[config.mk]
export PLATFORM = sky130hd
export DESIGN_NAME = mppc_token_bit_packer_flat
export DESIGN_NICKNAME = d
export VERILOG_FILES = /design/src/rtl/core/mppctbp_pkg.sv /design/src/rtl/core/mppctbp_if.sv /design/src/rtl/core/mppctbp_front.sv /design/src/rtl/core/mppctbp_queue.sv /design/src/rtl/core/mppctbp_back.sv /design/src/rtl/core/mppct_token_bit_packer_placeholder_unused.sv /design/src/rtl/core/mppc_token_bit_packer.sv /design/src/flat_wrapper.sv
export SDC_FILE = /design/constraint.sdc
export NUM_CORES = 1
export LEC_CHECK = 0
export BUFFER_PORTS_ARGS = -buffer_cell sky130_fd_sc_hd__buf_2
export CAP_MARGIN = 10
export CORE_AREA = 2 2 165 167
export DETAILED_ROUTE_END_ITERATION = 7
export DIE_AREA = 0 0 167 169
export GPL_TIMING_DRIVEN = 0
export HOLD_SLACK_MARGIN = 0.02
export PLACE_DENSITY = 0.74
export SETUP_SLACK_MARGIN = 0.1
export SLEW_MARGIN = 10
export SYNTH_ARGS = -nofsm -noshare
export SYNTH_HDL_FRONTEND = slang
export SYNTH_SLANG_ARGS = --single-unit
export TNS_END_PERCENT = 1
[constraint.sdc]
create_clock -name clk_i -period 7.2 [get_ports clk_i]
set_input_delay 0.72 -clock clk_i [delete_from_list [all_inputs] [get_ports clk_i]]
set_output_delay 0.72 -clock clk_i [all_outputs]
set_load 0.01 [all_outputs]
[src/rtl/core/mppctbp_pkg.sv]
// MPPC token bit packer: shared types, codes and code-table constants.
// No dependencies; compiled first.
`default_nettype none

package mppctbp_pkg;

  // Token kinds on the input channel
  localparam logic [1:0] MODE_LITERAL = 2'd0;
  localparam logic [1:0] MODE_COPY    = 2'd1;
  localparam logic [1:0] MODE_FLUSH   = 2'd2;
  localparam logic [1:0] MODE_UNUSED  = 2'd3;

  // Widths of the packed code and the pending bit store
  localparam int unsigned CODE_W  = 49;  // longest token code: 19 offset + 30 length bits
  localparam int unsigned NBITS_W = 6;
  localparam int unsigned ACC_W   = 56;  // seven pending bits plus the longest code
  localparam int unsigned CNT_W   = 6;

  // Literal escape prefix for bytes of 0x80 and above
  localparam logic [1:0] LIT_ESC_PFX = 2'b10;

  // Offset bucket prefixes
  localparam logic [3:0] PFX_8K_SHORT  = 4'hF;
  localparam logic [3:0] PFX_8K_MID    = 4'hE;
  localparam logic [4:0] PFX_64K_SHORT = 5'h1F;
  localparam logic [4:0] PFX_64K_MID   = 5'h1E;
  localparam logic [3:0] PFX_64K_WIDE  = 4'hE;
  localparam logic [2:0] PFX_LONG      = 3'h6;

  // Offset bucket bases and range limits
  localparam logic [15:0] OFS_MID_BASE      = 16'd64;
  localparam logic [15:0] OFS_LONG_BASE_8K  = 16'd320;
  localparam logic [15:0] OFS_WIDE_BASE_64K = 16'd320;
  localparam logic [15:0] OFS_LONG_BASE_64K = 16'd2368;
  localparam logic [15:0] OFS_MAX_8K        = 16'd8191;
  localparam logic [15:0] LEN_MIN           = 16'd3;
  localparam logic [15:0] LEN_MAX_8K        = 16'd8191;

  // Work item kinds passed from front to back
  typedef enum logic [1:0] {
    KIND_BITS,
    KIND_FLUSH,
    KIND_ERROR
  } kind_e;

  typedef struct packed {
    kind_e               kind;
    logic [CODE_W-1:0]   code;
    logic [NBITS_W-1:0]  nbits;
  } entry_t;

endpackage

`default_nettype wire

[src/rtl/core/mppctbp_if.sv]
// Channel interfaces of the MPPC token bit packer: tokens, output bytes
// and the configuration write. No dependencies.
`default_nettype none

interface mppctbp_tok_if;
  logic        valid;
  logic        ready;
  logic [1:0]  mode;
  logic [7:0]  literal_byte;
  logic [15:0] match_dist;
  logic [15:0] match_len;

  modport source (output valid, mode, literal_byte, match_dist, match_len, input ready);
  modport sink   (input valid, mode, literal_byte, match_dist, match_len, output ready);
endinterface

interface mppctbp_out_if;
  logic       valid;
  logic       ready;
  logic [7:0] out_byte;
  logic       last;
  logic       error;

  modport source (output valid, out_byte, last, error, input ready);
  modport sink   (input valid, out_byte, last, error, output ready);
endinterface

interface mppctbp_cfg_if;
  logic valid;
  logic ready;
  logic data;

  modport source (output valid, data, input ready);
  modport sink   (input valid, data, output ready);
endinterface

`default_nettype wire

[src/rtl/core/mppctbp_front.sv]
// Front end: accepts tokens, checks ranges and builds each token's code word.
// Depends on mppctbp_pkg and the token channel interface.
`default_nettype none

module mppctbp_front import mppctbp_pkg::*; (
  mppctbp_tok_if.sink tok_i,
  input  wire logic   dict_mode_i,
  input  wire logic   q_ready_i,
  output logic        push_o,
  output entry_t      entry_o
);

  logic [15:0]  off;
  logic [15:0]  len;
  logic [15:0]  off_m_mid;
  logic [15:0]  off_m_long8k;
  logic [15:0]  off_m_wide;
  logic [15:0]  off_m_long64k;
  logic [18:0]  ocode;
  logic [4:0]   olen;
  logic [3:0]   kb;
  logic [15:0]  low_mask;
  logic [15:0]  ones_code;
  logic [29:0]  lcode;
  logic [4:0]   llen;
  logic         range_err;
  logic [CODE_W-1:0] copy_code;

  assign off = tok_i.match_dist;
  assign len = tok_i.match_len;

  // Take a token whenever the queue has room; unused mode codes are dropped
  assign tok_i.ready = q_ready_i;
  assign push_o      = tok_i.valid && q_ready_i && (tok_i.mode != MODE_UNUSED);

  assign off_m_mid     = off - OFS_MID_BASE;
  assign off_m_long8k  = off - OFS_LONG_BASE_8K;
  assign off_m_wide    = off - OFS_WIDE_BASE_64K;
  assign off_m_long64k = off - OFS_LONG_BASE_64K;

  // Offset bucket code
  always_comb begin
    if (!dict_mode_i) begin
      priority if (off < OFS_MID_BASE) begin
        ocode = {9'd0, PFX_8K_SHORT, off[5:0]};
        olen  = 5'd10;
      end else if (off < OFS_LONG_BASE_8K) begin
        ocode = {7'd0, PFX_8K_MID, off_m_mid[7:0]};
        olen  = 5'd12;
      end else begin
        ocode = {3'd0, PFX_LONG, off_m_long8k[12:0]};
        olen  = 5'd16;
      end
    end else begin
      priority if (off < OFS_MID_BASE) begin
        ocode = {8'd0, PFX_64K_SHORT, off[5:0]};
        olen  = 5'd11;
      end else if (off < OFS_WIDE_BASE_64K) begin
        ocode = {6'd0, PFX_64K_MID, off_m_mid[7:0]};
        olen  = 5'd13;
      end else if (off < OFS_LONG_BASE_64K) begin
        ocode = {4'd0, PFX_64K_WIDE, off_m_wide[10:0]};
        olen  = 5'd15;
      end else begin
        ocode = {PFX_LONG, off_m_long64k};
        olen  = 5'd19;
      end
    end
  end

  // Find the length bucket: position of the leading one
  always_comb begin
    kb = 4'd2;
    for (int i = 2; i < 16; i++) begin
      if (len[i]) kb = 4'(i);
    end
  end

  // Unary prefix of kb-1 ones and a zero, then the low kb bits
  assign low_mask  = ~(16'hFFFF << kb);
  assign ones_code = low_mask & ~16'h0001;

  always_comb begin
    if (len == LEN_MIN) begin
      lcode = '0;
      llen  = 5'd1;
    end else begin
      lcode = ({14'd0, ones_code} << kb) | {14'd0, len & low_mask};
      llen  = {kb, 1'b0};
    end
  end

  assign copy_code = ({30'd0, ocode} << llen) | {19'd0, lcode};

  assign range_err = (!dict_mode_i && (off > OFS_MAX_8K)) || (len < LEN_MIN) ||
                     (!dict_mode_i && (len > LEN_MAX_8K));

  // Classify the token into one work item
  always_comb begin
    entry_o.kind  = KIND_BITS;
    entry_o.code  = '0;
    entry_o.nbits = '0;
    unique case (tok_i.mode)
      MODE_LITERAL: begin
        if (!tok_i.literal_byte[7]) begin
          entry_o.code  = {{(CODE_W-8){1'b0}}, tok_i.literal_byte};
          entry_o.nbits = NBITS_W'(8);
        end else begin
          entry_o.code  = {{(CODE_W-9){1'b0}}, LIT_ESC_PFX, tok_i.literal_byte[6:0]};
          entry_o.nbits = NBITS_W'(9);
        end
      end
      MODE_COPY: begin
        if (range_err) begin
          entry_o.kind = KIND_ERROR;
        end else begin
          entry_o.code  = copy_code;
          entry_o.nbits = NBITS_W'(olen) + NBITS_W'(llen);
        end
      end
      MODE_FLUSH: begin
        entry_o.kind = KIND_FLUSH;
      end
      default: begin
        entry_o.kind = KIND_BITS;
      end
    endcase
  end

endmodule

`default_nettype wire

[src/rtl/core/mppctbp_queue.sv]
// Two-entry queue of work items between the front and back ends.
// Depends on mppctbp_pkg.
`default_nettype none

module mppctbp_queue import mppctbp_pkg::*; (
  input  wire logic   clk_i,
  input  wire logic   rst_ni,
  input  wire logic   push_i,
  input  wire entry_t entry_i,
  output logic        ready_o,
  output logic        valid_o,
  input  wire logic   pop_i,
  output entry_t      entry_o
);

  entry_t     mem_q [2];
  logic       wr_ptr_q, wr_ptr_d;
  logic       rd_ptr_q, rd_ptr_d;
  logic [1:0] count_q, count_d;

  assign ready_o = (count_q != 2'd2);
  assign valid_o = (count_q != 2'd0);
  assign entry_o = mem_q[rd_ptr_q];

  // Advance pointers and occupancy
  always_comb begin
    wr_ptr_d = wr_ptr_q;
    rd_ptr_d = rd_ptr_q;
    count_d  = count_q;
    if (push_i) begin
      wr_ptr_d = ~wr_ptr_q;
    end
    if (pop_i) begin
      rd_ptr_d = ~rd_ptr_q;
    end
    unique case ({push_i, pop_i})
      2'b10:   count_d = count_q + 2'd1;
      2'b01:   count_d = count_q - 2'd1;
      default: count_d = count_q;
    endcase
  end

  always_ff @(posedge clk_i or negedge rst_ni) begin
    if (!rst_ni) begin
      wr_ptr_q <= 1'b0;
      rd_ptr_q <= 1'b0;
      count_q  <= 2'd0;
    end else begin
      wr_ptr_q <= wr_ptr_d;
      rd_ptr_q <= rd_ptr_d;
      count_q  <= count_d;
    end
  end

  // Store the entry payload
  always_ff @(posedge clk_i) begin
    if (push_i) begin
      mem_q[wr_ptr_q] <= entry_i;
    end
  end

endmodule

`default_nettype wire

[src/rtl/core/mppctbp_back.sv]
// Back end: appends code words to the pending bit store and emits bytes,
// one per cycle unless the output stalls, through a registered output stage.
// Depends on mppctbp_pkg and the output channel interface.
`default_nettype none

module mppctbp_back import mppctbp_pkg::*; (
  input  wire logic     clk_i,
  input  wire logic     rst_ni,
  input  wire logic     q_valid_i,
  input  wire entry_t   q_entry_i,
  output logic          q_pop_o,
  mppctbp_out_if.source res_o
);

  logic [ACC_W-1:0] acc_q, acc_d, acc_post;
  logic [CNT_W-1:0] cnt_q, cnt_d, cnt_post;
  logic             flush_q, flush_d, flush_post;
  logic             err_q, err_d, err_post;
  logic             out_valid_q, out_valid_d;
  logic [7:0]       out_byte_q, out_byte_d;
  logic             out_last_q, out_last_d;
  logic             out_err_q, out_err_d;

  logic             cnt_ge8;
  logic             have_byte;
  logic             emit;
  logic [CNT_W-1:0] rem;
  logic [ACC_W-1:0] acc_shr;
  logic [7:0]       byte_full;
  logic [7:0]       byte_pad;
  logic [3:0]       pad_shift;
  logic             last_full;
  logic [7:0]       b_byte;
  logic             b_last;
  logic             b_err;

  assign cnt_ge8   = (cnt_q[CNT_W-1:3] != '0);
  assign have_byte = err_q || cnt_ge8 || flush_q;
  assign emit      = have_byte && (!out_valid_q || res_o.ready);

  assign rem       = cnt_q - CNT_W'(8);
  assign acc_shr   = acc_q >> rem;
  assign byte_full = acc_shr[7:0];
  assign pad_shift = 4'd8 - {1'b0, cnt_q[2:0]};
  assign byte_pad  = acc_q[7:0] << pad_shift;
  assign last_full = (rem < CNT_W'(8)) && !(flush_q && (rem != '0));

  // Pick the next byte and the state left after it
  always_comb begin
    acc_post   = acc_q;
    cnt_post   = cnt_q;
    flush_post = flush_q;
    err_post   = err_q;
    b_byte     = '0;
    b_last     = 1'b1;
    b_err      = 1'b0;
    priority if (err_q) begin
      b_err    = 1'b1;
      err_post = 1'b0;
    end else if (cnt_ge8) begin
      b_byte     = byte_full;
      b_last     = last_full;
      cnt_post   = rem;
      flush_post = flush_q && (rem != '0);
    end else begin
      b_byte     = byte_pad;
      cnt_post   = '0;
      flush_post = 1'b0;
    end
    if (!emit) begin
      acc_post   = acc_q;
      cnt_post   = cnt_q;
      flush_post = flush_q;
      err_post   = err_q;
    end
  end

  // Take the next item once the current one has nothing left to send
  assign q_pop_o = q_valid_i && (!have_byte || (emit && b_last));

  always_comb begin
    acc_d   = acc_post;
    cnt_d   = cnt_post;
    flush_d = flush_post;
    err_d   = err_post;
    if (q_pop_o) begin
      unique case (q_entry_i.kind)
        KIND_BITS: begin
          acc_d = (acc_post << q_entry_i.nbits) | ACC_W'(q_entry_i.code);
          cnt_d = cnt_post + CNT_W'(q_entry_i.nbits);
        end
        KIND_FLUSH: flush_d = (cnt_post != '0);
        KIND_ERROR: err_d   = 1'b1;
        default:    err_d   = err_post;
      endcase
    end
  end

  // Output register: load on emit, drop once taken
  always_comb begin
    out_valid_d = out_valid_q;
    out_byte_d  = out_byte_q;
    out_last_d  = out_last_q;
    out_err_d   = out_err_q;
    if (emit) begin
      out_valid_d = 1'b1;
      out_byte_d  = b_byte;
      out_last_d  = b_last;
      out_err_d   = b_err;
    end else if (res_o.ready) begin
      out_valid_d = 1'b0;
    end
  end

  always_ff @(posedge clk_i or negedge rst_ni) begin
    if (!rst_ni) begin
      acc_q       <= '0;
      cnt_q       <= '0;
      flush_q     <= 1'b0;
      err_q       <= 1'b0;
      out_valid_q <= 1'b0;
    end else begin
      acc_q       <= acc_d;
      cnt_q       <= cnt_d;
      flush_q     <= flush_d;
      err_q       <= err_d;
      out_valid_q <= out_valid_d;
    end
  end

  always_ff @(posedge clk_i) begin
    out_byte_q <= out_byte_d;
    out_last_q <= out_last_d;
    out_err_q  <= out_err_d;
  end

  assign res_o.valid    = out_valid_q;
  assign res_o.out_byte = out_byte_q;
  assign res_o.last     = out_last_q;
  assign res_o.error    = out_err_q;

endmodule

`default_nettype wire

[src/rtl/core/mppct_token_bit_packer_placeholder_unused.sv]
// Dictionary mode register for the MPPC token bit packer.
// Depends on mppctbp_pkg and the configuration channel interface.
`default_nettype none

module mppctbp_cfg_reg import mppctbp_pkg::*; (
  input  wire logic   clk_i,
  input  wire logic   rst_ni,
  mppctbp_cfg_if.sink cfg_i,
  output logic        dict_mode_o
);

  logic dict_mode_q, dict_mode_d;

  // Always take writes; hold the mode between them
  assign cfg_i.ready = 1'b1;
  assign dict_mode_d = (cfg_i.valid) ? cfg_i.data : dict_mode_q;

  always_ff @(posedge clk_i or negedge rst_ni) begin
    if (!rst_ni) begin
      dict_mode_q <= 1'b0;
    end else begin
      dict_mode_q <= dict_mode_d;
    end
  end

  assign dict_mode_o = dict_mode_q;

endmodule

`default_nettype wire

[src/rtl/core/mppc_token_bit_packer.sv]
// MPPC token bit packer, top level. With an idle back end and output, an
// accepted token passes the queue, the pending bit store and the output
// register before its first byte is valid. Bytes leave one per cycle from
// the bit store shifter unless the output stalls.
// Reset: asynchronous, active low; clears the bit store, queue and mode (8K).
`default_nettype none

module mppc_token_bit_packer import mppctbp_pkg::*; (
  input  wire logic     clk_i,
  input  wire logic     rst_ni,
  mppctbp_cfg_if.sink   cfg_i,
  mppctbp_tok_if.sink   tok_i,
  mppctbp_out_if.source res_o
);

  logic   dict_mode;
  logic   q_push;
  logic   q_ready;
  logic   q_valid;
  logic   q_pop;
  entry_t front_entry;
  entry_t q_entry;

  mppctbp_cfg_reg u_cfg (
    .clk_i       (clk_i),
    .rst_ni      (rst_ni),
    .cfg_i       (cfg_i),
    .dict_mode_o (dict_mode)
  );

  mppctbp_front u_front (
    .tok_i       (tok_i),
    .dict_mode_i (dict_mode),
    .q_ready_i   (q_ready),
    .push_o      (q_push),
    .entry_o     (front_entry)
  );

  mppctbp_queue u_queue (
    .clk_i   (clk_i),
    .rst_ni  (rst_ni),
    .push_i  (q_push),
    .entry_i (front_entry),
    .ready_o (q_ready),
    .valid_o (q_valid),
    .pop_i   (q_pop),
    .entry_o (q_entry)
  );

  mppctbp_back u_back (
    .clk_i     (clk_i),
    .rst_ni    (rst_ni),
    .q_valid_i (q_valid),
    .q_entry_i (q_entry),
    .q_pop_o   (q_pop),
    .res_o     (res_o)
  );

  // An error transaction is a single zero byte
  assert property (@(posedge clk_i) disable iff (!rst_ni)
    res_o.valid && res_o.error |-> res_o.last && (res_o.out_byte == 8'd0))
    else $error("error transaction not a single zero byte");

  // A byte that is not the last of its token is followed by another
  assert property (@(posedge clk_i) disable iff (!rst_ni)
    res_o.valid && !res_o.last |=> res_o.valid)
    else $error("token bytes interrupted");

  // Never push into a full queue
  assert property (@(posedge clk_i) disable iff (!rst_ni)
    q_push |-> q_ready)
    else $error("push into full queue");

endmodule

`default_nettype wire
[src/flat_wrapper.sv]
// flat-port wrapper written by rule: the top's interface ports become plain ports
module mppc_token_bit_packer_flat import mppctbp_pkg::*;
  (clk_i, rst_ni, cfg_i_valid, cfg_i_data, cfg_i_ready, tok_i_valid, tok_i_mode, tok_i_literal_byte, tok_i_match_dist, tok_i_match_len, tok_i_ready, res_o_valid, res_o_out_byte, res_o_last, res_o_error, res_o_ready);
  mppctbp_cfg_if cfg_i_i ();
  mppctbp_tok_if tok_i_i ();
  mppctbp_out_if res_o_i ();
  input  wire logic clk_i;
  input  wire logic rst_ni;
  input wire logic [$bits(cfg_i_i.valid)-1:0] cfg_i_valid;
  input wire logic [$bits(cfg_i_i.data)-1:0] cfg_i_data;
  output wire logic [$bits(cfg_i_i.ready)-1:0] cfg_i_ready;
  input wire logic [$bits(tok_i_i.valid)-1:0] tok_i_valid;
  input wire logic [$bits(tok_i_i.mode)-1:0] tok_i_mode;
  input wire logic [$bits(tok_i_i.literal_byte)-1:0] tok_i_literal_byte;
  input wire logic [$bits(tok_i_i.match_dist)-1:0] tok_i_match_dist;
  input wire logic [$bits(tok_i_i.match_len)-1:0] tok_i_match_len;
  output wire logic [$bits(tok_i_i.ready)-1:0] tok_i_ready;
  output wire logic [$bits(res_o_i.valid)-1:0] res_o_valid;
  output wire logic [$bits(res_o_i.out_byte)-1:0] res_o_out_byte;
  output wire logic [$bits(res_o_i.last)-1:0] res_o_last;
  output wire logic [$bits(res_o_i.error)-1:0] res_o_error;
  input wire logic [$bits(res_o_i.ready)-1:0] res_o_ready;
  assign cfg_i_i.valid = cfg_i_valid;
  assign cfg_i_i.data = cfg_i_data;
  assign cfg_i_ready = cfg_i_i.ready;
  assign tok_i_i.valid = tok_i_valid;
  assign tok_i_i.mode = tok_i_mode;
  assign tok_i_i.literal_byte = tok_i_literal_byte;
  assign tok_i_i.match_dist = tok_i_match_dist;
  assign tok_i_i.match_len = tok_i_match_len;
  assign tok_i_ready = tok_i_i.ready;
  assign res_o_valid = res_o_i.valid;
  assign res_o_out_byte = res_o_i.out_byte;
  assign res_o_last = res_o_i.last;
  assign res_o_error = res_o_i.error;
  assign res_o_i.ready = res_o_ready;
  mppc_token_bit_packer u_core (.clk_i(clk_i), .rst_ni(rst_ni), .cfg_i(cfg_i_i), .tok_i(tok_i_i), .res_o(res_o_i));
endmodule
# Word-level counts from Yosys, hierarchy flattened
# Memory sizes are Yosys's and may differ from the RTL's.
# Cells that the tools add are included.
[word_totals] in_bits=48 n_memories=1 output_inout_bits=13 ramBits=114 reg_bits=80 elab_cells=133
[op_classes] add_sub_neg=9 eq_ne=9 reduce_logical=28 n_lt_le_gt_ge=7 muxes=54 shift=6 bitwise_logic=7
[mem_list] memory="u_core.u_queue.mem_q" depth=2 word_bits=57 read_ports=1 rd_clocked_by_memory_dff=0 wr=1 line_no="mppctbp_queue.sv:16" text="entry_t mem_q [2];"
[op_table] cell="$pmux W55 S2" n=1
[op_table] cell="$mux W19" n=4
[op_table] cell="$or A56 B49 Y56" n=1
[op_table] cell="$shl A56 B6 Y56" n=1
[op_table] cell="$shr A56 B6 Y8" n=1
[op_table] cell="$mux W55" n=1
[op_table] cell="$or A49 B30 Y49" n=1
[op_table] cell="$shl A19 B5 Y49" n=1
[op_table] cell="$mux W4" n=12
[op_table] cell="$mux W5" n=7
[op_table] cell="$gt A16 B13 Y1 const B" n=2
[op_table] cell="$mux W16" n=2
[op_table] cell="$mux W30" n=1
[op_table] cell="$mux W6" n=5
[op_table] cell="$or A30 B16 Y30" n=1
[op_table] cell="$shl A16 B4 Y30" n=1
[op_table] cell="$and A16 B16 Y16" n=1
[op_table] cell="$eq A16 B2 Y1 const B" n=1
[op_table] cell="$lt A16 B12 Y1 const B" n=1
[op_table] cell="$lt A16 B2 Y1 const B" n=1
[op_table] cell="$lt A16 B7 Y1 const B" n=1
[op_table] cell="$lt A16 B9 Y1 const B" n=1
[op_table] cell="$mux W1" n=16
[op_table] cell="$not A16 Y16" n=1
[op_table] cell="other kinds (28)" n=55

# Logic depth before layout (Yosys ltp)
# Gate-level depths: netlist (run 1).
[depth] word_depth=21 mapped_depth=16

# By module
# Synthesis (run 1) repeated with hierarchy kept, for this count alone.
[hier_totals] cells_unflattened=1658 hier_area_um2=17804.6
[by_module_without_submodules] module="mppctbp_back" cells_per_inst=1024 instances=1 area_per_inst_um2=10669.0
[by_module_without_submodules] module="mppctbp_queue" cells_per_inst=193 instances=1 area_per_inst_um2=4375.4
[by_module_without_submodules] module="mppctbp_front" cells_per_inst=437 instances=1 area_per_inst_um2=2708.8
[by_module_without_submodules] module="mppctbp_cfg_reg" cells_per_inst=4 instances=1 area_per_inst_um2=51.3

# Worst setup path before layout (run 1)
# Ideal clock, no wire load.
[synth_path] kind="input -> register" start="input port tok_i_mode[1]" end="memory u_core.u_queue.mem_q[0][0] in the netlist's numbering, enable pin" arrival_ns=3.518 required_time_ns=6.728 path_slack_ns=3.210 stages=4 path_cell_list="clkbuf_1 > nand2_1 > nand3_1 > nor2_1"
[synth_via] elab_chain_len=4
[synth_rtl] item="start, declared" line_no="flat_wrapper.sv:13" text="input wire logic [$bits(tok_i_i.mode)-1:0] tok_i_mode;"
[synth_rtl] item="$ne A2 B2 Y1" line_no="mppctbp_front.sv:34" text="assign push_o = tok_i.valid && q_ready_i && (tok_i.mode != MODE_UNUSED);"
[synth_rtl] item="$logic_and A1 B1 Y1" line_no="mppctbp_front.sv:34"
[synth_rtl] item="$mux W1" line_no="mppctbp_queue.sv:57" text="if (push_i) begin"
[synth_rtl] item="$mux W1 (not written as such)" line_no="mppctbp_queue.sv:58" text="mem_q[wr_ptr_q] <= entry_i;"
[synth_rtl] item="end, declared" line_no="mppctbp_queue.sv:16"
# Every way passes these cells.

# Final worst setup path (run 1)
[layout_path] start="register u_core.u_back.cnt_q[1]" end="register u_core.u_back.acc_q[0], in the netlist u_core.u_back.acc_post[0]"
[layout_via] elab_chain_len=11 elab_cells_between_ends=12 classes_between="1 x add/sub; 1 x order compare; 2 x mux; 8 x reduce/logical"
[layout_rtl] item="start, declared" line_no="mppctbp_back.sv:16" text="logic [CNT_W-1:0] cnt_q, cnt_d, cnt_post;"
[layout_rtl] item="start signal, assigned" line_no="mppctbp_back.sv:124" text="cnt_q <= cnt_d;"
[layout_rtl] item="$sub A6 B4 Y6 (*)" line_no="mppctbp_back.sv:41" text="assign rem = cnt_q - CNT_W'(8);"
[layout_rtl] item="branches (longest 3 deep; another with $lt A6 B4 Y1)"
[layout_rtl] item="$logic_and A1 B1 Y1 (*)" line_no="mppctbp_back.sv:46" text="assign last_full = (rem < CNT_W'(8)) && !(flush_q && (rem != '0));"
[layout_rtl] item="$mux W1 (*)" line_no="mppctbp_back.sv:60" text="end else if (cnt_ge8) begin"
[layout_rtl] item="$mux W1 (*)" line_no="mppctbp_back.sv:57" text="priority if (err_q) begin"
[layout_rtl] item="via u_core.u_back.b_last" line_no="mppctbp_back.sv:34" text="logic b_last;"
[layout_rtl] item="$logic_and A1 B1 Y1 (*)" line_no="mppctbp_back.sv:79" text="assign q_pop_o = q_valid_i && (!have_byte || (emit && b_last));"
[layout_rtl] item="$logic_or A1 B1 Y1 (*)" line_no="mppctbp_back.sv:79"
[layout_rtl] item="$logic_and A1 B1 Y1 (*)" line_no="mppctbp_back.sv:79"
[layout_rtl] item="$reduce_and A2 Y1 (no line) (*)"
[layout_rtl] item="end signal, assigned" line_no="mppctbp_back.sv:117" text="acc_q <= '0;"
[layout_rtl] item="end signal, assigned" line_no="mppctbp_back.sv:123" text="acc_q <= acc_d;"
[layout_rtl] item="end, declared" line_no="mppctbp_back.sv:15" text="logic [ACC_W-1:0] acc_q, acc_d, acc_post;"
# Mark *: on every way through the listed nets, which the timed path passes.
# A chain may end at the register's enable or synchronous reset.

==> summary.txt, run 1 <==
Pwr
  • Leakage: 0.00641 µW
  • Overall Power: 8810 µW
  • Peak VDD IR: 0.271 mV
  • PwrDens: 514 mW/mm²

Setup path
  • Cell at the slowest stage of the critical path: clkbuf_1
  • CP most frequent cell: clkbuf_1
  • Critical-path cell list: clkbuf_1 > clkbuf_1 > clkbuf_1 > inv_1 > ha_1 > a21boi_0 > o21ai_1 > o221ai_1 > nand2b_1 > clkbuf_1 > clkbuf_1 > o22ai_1
  • Worst Path Arrival: 5370 ps
  • Worst setup SP type: register
  • CP endpoint kind: register
  • Crit path max fanout: 10
  • Crit Path Class: register to register
  • CP required: 7480 ps
  • WP buf/inv: 6
  • Family with the most delay on the worst path: buffers and inverters
  • Crit path from: u_core.u_back.cnt_q[1]$_DFF_PN0_
  • Max incr delay on CP: 750 ps
  • Critical R2R Launch: u_core.u_back.cnt_q[1]$_DFF_PN0_

Logic synthesis
  • Prevailing post-synth register cell: edfxtp_1
  • Synthesized flop and latch total: 194
  • Ys Warns: 0
  • Post-synth top area cell: edfxtp_1
  • Post-synth net total: 1648
  • Share of the yosys chip area belonging to registers: 34.9%
  • Synth Cell Area: 0.0157 mm²
  • Synth top area share: 23.7%
  • EDFF count, synth: 124
  • Avg Cell Area, Syn: 9.91 µm²
  • Ranking of synthesized cells by area: edfxtp_1 (24%), mux4_2 (14%), dfrtp_1 (11%), mux2i_1 (9.1%), nand2_1 (3.8%)
  • Synth cell types: 87
  • Cells after synthesis: 1583
  • Post-synth ARST share: 36.1%

Timing
  • Sum Neg Setup Slack: 0 ps
  • Setup ws final: 2120 ps
  • Final Critical Period: 5080 ps
  • Fin. Hold Viols: 0
  • Final count of negative-setup-slack endpoints: 0
  • Max-slew violation count: 0
  • RSZ-0062 raised after global routing: no
  • Max_slew headroom: 15.7%
  • Least-Margin Pin Slew: 1260 ps
  • Clock Skews: 15.4 ps
  • Final Cycle Share: 70.6%
  • Fmax: 0.197 GHz

Detailed routing
  • Total Wirelength: 67000 µm
  • Wire per inst: 33.1 µm
  • Antenna Violating Nets Remaining: 0
  • Drc violations: 0
  • Number of DRC markers in iteration 0: 2561
  • First drt pass iteration count: 6
  • Via density: 7.77
  • Total number of vias: 15700

Placement
  • Detailed Place HPWL: 51400 µm
  • Placed Instance Area: 0.0165 mm²
  • Dpl cells: 1984
  • Port bufs: 55
  • Setup WS pre-CTS: 2510 ps
  • Placer Congestion: 1.08

Layout
  • Post-Layout Cell Count: 2021
  • FILL cells: 2128
  • Final nets: 1727
  • Area of the multi-input gates: 0.00954 mm²
  • Synth-to-Final Area Change: 9.20%
  • Layout cells sized above 1: 17.1%
  • Design area: 0.0171 mm²
  • Reg area: 0.00548 mm²

Floorplan
  • Core ar.: 0.0265 mm²
  • Initial Utilization: 59.2%
  • DIE AREA: 0.0282 mm²
  • Site Rows: 60
  • Die Wd: 167 µm
  • # IOs: 61
  • Die Span Y: 169 µm

Clock network
  • Worst-path clk slew: 90 ps
  • Total CTS buffers: 17
  • Root Buffer: clkbuf_16
  • CTS max path bufs: 2
  • CTS Sinks: 194
  • CTS tree: done
  • Htree depth: 4
  • CTS Hold Bufs: 0
  • Post_cts resized: 0
  • Later-pin clock latency in the skew report: 460 ps
  • Postcts setup bufs: 0

Global route
  • Total gr overflow: 0
  • First-pass GRT wire length: 99300 µm
  • Initial antenna violation count: 5
  • Largest net degree at the start of global routing: 55
  • Vias in the first global route: 15200
  • Total Routing Usage GR: 47.5%

Flow run
  • MaxCap Viol Count: 0

Min path
  • Worst hold-check path type: primary input to asynchronous set/reset pin

Run status
  • Status: finished, final reports clean
layout by cell type, fill, tap and decap left out, types with 23 or more instances in the layout:
| cell type | n |
|---|---|
| nor2_1 | 146 |
| dfrtp_1 | 70 |
| edfxtp_1 | 124 |
| a211oi_1 | 25 |
| a21oi_1 | 106 |
| clkbuf_1 | 74 |
| mux4_2 | 97 |
| a31oi_1 | 35 |
| nand2_1 | 158 |
| nor3_1 | 39 |
| inv_1 | 24 |
| o22ai_1 | 27 |
| mux2i_1 | 142 |
| nand3_1 | 33 |
| a221oi_1 | 31 |
| nor2b_1 | 37 |
| buf_2 | 83 |
| o21ai_0 | 74 |
| mux2_2 | 23 |
power breakdown:
group	internal [µW]	total (µW)	switching, µW
Sequential	1560	2080	516
Combinational	2200	5740	3540
Clock	472	994	521
Total	4230	8810	4580
area by class of cell:
class / count / share of cell area (%)
tap: 341 / 2.49
clock buffer: 17 / 2.48
buffer: 131 / 3.33
sequential: 194 / 32.0
clock inverter: 15 / 1.09
timing repair buffer: 60 / 2.21
inverter: 31 / 0.694
antenna: 5 / 0.0730
multi-input combinational: 1227 / 55.7
synth_stat cells (15+ instances only):
cell type,instances
mux4_2,97
o22ai_1,27
o211ai_1,18
a221oi_1,31
buf_1,18
nor3_1,39
nor2b_1,37
o21ai_0,74
ha_1,15
edfxtp_1,124
a21oi_1,106
clkbuf_1,74
nand2_1,158
nand3_1,33
a31oi_1,35
mux2_2,23
a211oi_1,25
nor2_1,148
dfrtp_1,70
buf_2,28
mux2i_1,142
inv_1,24
kinds of logic (layout without fill, tap and decap cells):
group / Yosys count / count (layout) / synth area share, %
adders and majority gates: 17 / 17 / 1.45
xor gates and xnor gates: 17 / 17 / 0.997
muxes: 267 / 267 / 25.1
DFF: 194 / 194 / 34.9
other: 1 / 6 / 0.0239
and+or+nand+nor: 480 / 480 / 13.9
AOI/OAI and AO/OA: 445 / 445 / 19.2
buffers and inverters: 162 / 254 / 4.39
metal layers:
layer	vias to the layer above	wire [µm]	track usage [%]
met5	-	0	0
met4	0	6090	33.7
met3	421	7950	11.1
met2	1470	30800	77.1
met1	7453	22100	55.9
li1	6355	-	-
stage by stage:
stage                     hold WS (ps)  util (%)
after global placement             435      61.9
after CTS                          154      64.6
final                              141      64.7
after global routing               156      64.7
after floorplan                    423         -
after detailed placement           448      62.3
flip-flops by register name, summed over array words and instances (netlist names):
| name | cells |
|---|---|
| u_core.u_back.cnt_q | 6 |
| u_core.u_cfg.dict_mode_o | 1 |
| u_core.u_queue.wr_ptr_q | 1 |
| u_core.u_back.res_o.valid | 1 |
| u_core.u_queue.rd_ptr_q | 1 |
| u_core.u_back.acc_post | 56 |
| u_core.u_back.res_o.error | 1 |
| u_core.u_queue.count_q | 2 |
| u_core.u_back.res_o.out_byte | 8 |
| u_core.u_back.flush_q | 1 |
| u_core.u_back.res_o.last | 1 |
| u_core.u_queue.mem_q | 114 |
| u_core.u_back.err_q | 1 |
worst paths after layout:
kind | to | slack, ps | cells past startpoint
setup / recovery | u_core.u_back.acc_post[0]$_DFFE_PN0P_ | 2120 | 12
hold / removal | u_core.u_back.acc_post[48]$_DFFE_PN0P_ | 140 | 1
setup reg to reg | u_core.u_back.acc_post[0]$_DFFE_PN0P_ | 2120 | 12
hold reg to reg | u_core.u_back.res_o.error$_DFFE_PP_ | 500 | 0
max in group asynchronous | u_core.u_back.acc_post[42]$_DFFE_PN0P_ | 6450 | 2
min in group clk_i | u_core.u_cfg.dict_mode_o$_DFFE_PN0P_ | 490 | 2
Power figures use the tool's default switching activity.
==> run 2, diff against run 1 <==
Clock period 7.2 ns to 4.9 ns, I/O delays scaled along.
==> summary.txt, run 2 (synthesized netlist as in run 1, its figures left out) <==
Placement
  • Dpl cells: 1984
  • Setup WS pre-CTS: 213 ps
  • Placer Congestion: 1.08
  • Port bufs: 55
  • Detailed Place HPWL: 51400 µm

Timing
  • Fmax: 0.206 GHz
  • Setup ws final: 52.4 ps
  • Clock Skews: 17.8 ps
  • Final Cycle Share: 98.9%
  • Fin. Hold Viols: 0
  • RSZ-0062 raised after global routing: yes
  • Max_slew headroom: 13.9%
  • Final Critical Period: 4850 ps
  • Sum Neg Setup Slack: 0 ps
  • Final count of negative-setup-slack endpoints: 0
  • Max-slew violation count: 0
  • Least-Margin Pin Slew: 1290 ps
  • Worst hold slack: 267 ps

Layout
  • Synth-to-Final Area Change: 9.28%
  • Largest Register: u_core.u_queue.mem_q
  • Core Util, Final: 64.7%
  • Layout cells sized above 1: 17.2%
  • Post-Layout Cell Count: 2022
  • FILL cells: 2125
  • Leading cell type in the layout, fill and taps excluded: nand2_1
  • Most frequent cells in the layout: nand2_1 (158), nor2_1 (146), mux2i_1 (142)
  • Final nets: 1728
  • Max reg flops: 114

Global route
  • First-pass GRT wire length: 99400 µm
  • Total Routing Usage GR: 47.5%
  • Initial antenna violation count: 5
  • Largest net degree at the start of global routing: 55
  • Vias in the first global route: 15100
  • Total gr overflow: 0

Setup path
  • Worst Path Arrival: 5240 ps
  • CP most frequent cell: clkbuf_1
  • CP required: 5290 ps
  • Crit path from: u_core.u_back.cnt_q[0]$_DFF_PN0_
  • Cell at the slowest stage of the critical path: clkbuf_1
  • Crit Path Class: register to register
  • CP Capture Point: u_core.u_back.acc_post[31]$_DFFE_PN0P_
  • Worst r2r dst: u_core.u_back.acc_post[31]$_DFFE_PN0P_
  • Reg2Reg Depth: 12
  • Worst setup SP type: register
  • CP endpoint kind: register
  • Critical R2R Launch: u_core.u_back.cnt_q[0]$_DFF_PN0_
  • Reg2reg setup slack: 50 ps
  • Critical-path cell list: buf_2 > inv_1 > clkbuf_1 > buf_1 > ha_1 > a21boi_0 > o21ai_1 > o221ai_1 > nor2b_1 > clkbuf_1 > clkbuf_1 > o32a_1
  • Crit path max fanout: 10
  • Max incr delay on CP: 840 ps

Detailed routing
  • Total number of vias: 15700
  • Via density: 7.75
  • Antenna Violating Nets Remaining: 0
  • Wire per inst: 33.1 µm
  • Total Wirelength: 66900 µm
  • Number of DRC markers in iteration 0: 2668
  • Drc violations: 0
  • First drt pass iteration count: 6

Clock network
  • CTS max path bufs: 2
  • Total CTS buffers: 17
  • Htree depth: 4
  • Worst-path clk slew: 80 ps
  • CTS Sinks: 194
  • CTS tree: done
  • Later-pin clock latency in the skew report: 460 ps
  • Root Buffer: clkbuf_16

Run status
  • Status: finished, final reports clean

Pwr
  • Sw Share: 51.9%
  • Pint: 6220 µW
  • P_sw: 6730 µW
  • Peak VDD IR: 0.398 mV
  • Sequential Power Share: 23.6%
  • PwrDens: 755 mW/mm²
  • Part of the power in the clock network: 11.2%
  • Leakage: 0.00642 µW
  • Combinational share of power: 65.2%

Floorplan
  • Die Span Y: 169 µm
  • DIE AREA: 0.0282 mm²
  • Site Rows: 60
  • # IOs: 61
  • Core ar.: 0.0265 mm²
  • Initial Utilization: 59.2%
  • Die Wd: 167 µm

Flow run
  • MaxCap Viol Count: 0

Min path
  • Worst hold-check path type: primary input to register
## run 2: worst max-delay path, delay by kind of cell, from the launching register on
family | cells | cell delay (ps)
AO/OA/AOI/OAI | 4 | 1110
flip-flops | 1 | 460
buffers and inverters | 6 | 2660
adder cells (fa/ha/maj) | 1 | 310
AND/OR/NAND/NOR | 1 | 230
## run 2: layout make-up
class / count / area, µm² / share of cell area (%)
Clock buffer: 17 / 425 / 2.48
Multi-Input combinational cell: 1227 / 9540 / 55.6
Sequential cell: 194 / 5480 / 31.9
Timing Repair Buffer: 61 / 388 / 2.26
Buffer: 131 / 573 / 3.34
Inverter: 31 / 119 / 0.693
Tap cell: 341 / 427 / 2.49
Clock inverter: 15 / 186 / 1.09
Antenna cell: 5 / 12.5 / 0.0730
## run 2: power by group through the flow
stage	registers, µW	logic [µW]	clock network [µW]
2_1_floorplan	2690	5560	0
3_3_place_gp	2990	7830	0
3_5_place_dp	3000	7960	0
4_1_cts	2970	8050	1440
5_1_grt	3050	8750	1500
6_report	3060	8440	1450
## run 2: worst min path at each step
stage,start,end,slack (ps),cells past startpoint
global placement,u_core.u_back.err_q$_DFF_PN0_,u_core.u_back.res_o.error$_DFFE_PP_,440,0
floorplan,rst_ni,u_core.u_back.acc_post[0]$_DFFE_PN0P_,190,0
global route,cfg_i_data,u_core.u_cfg.dict_mode_o$_DFFE_PN0P_,270,2
detailed placement,rst_ni,u_core.u_back.acc_post[41]$_DFFE_PN0P_,400,1
finish,cfg_i_data,u_core.u_cfg.dict_mode_o$_DFFE_PN0P_,270,2
CTS,cfg_i_data,u_core.u_cfg.dict_mode_o$_DFFE_PN0P_,270,2
## run 2: routing by layer
metal / track usage (%) / vias up / share of wire [%]
met3: 10.6 / 391 / 11
met2: 76.9 / 1431 / 46
met1: 56.3 / 7498 / 33
met4: 34.2 / 0 / 9.0
li1: - / 6357 / -
met5: 0 / - / 0
## run 2: per-stage QoR
| stage | total power, µW | instance area [µm²] |
|---|---|---|
| 2_1_floorplan | 8250 | 15700 |
| 3_3_place_gp | 10800 | 16400 |
| 3_5_place_dp | 11000 | 16500 |
| 4_1_cts | 12500 | 17100 |
| 5_1_grt | 13300 | 17100 |
| 6_report | 12900 | 17100 |
## run 2: repair_timing
item | CTS | global route
hold buffers | 1 | 0
hold endpoints to repair | 16 | 0
resized for setup | 0 | 5
endpoints found under the setup margin | 0 | 30
setup buffers | 0 | 0
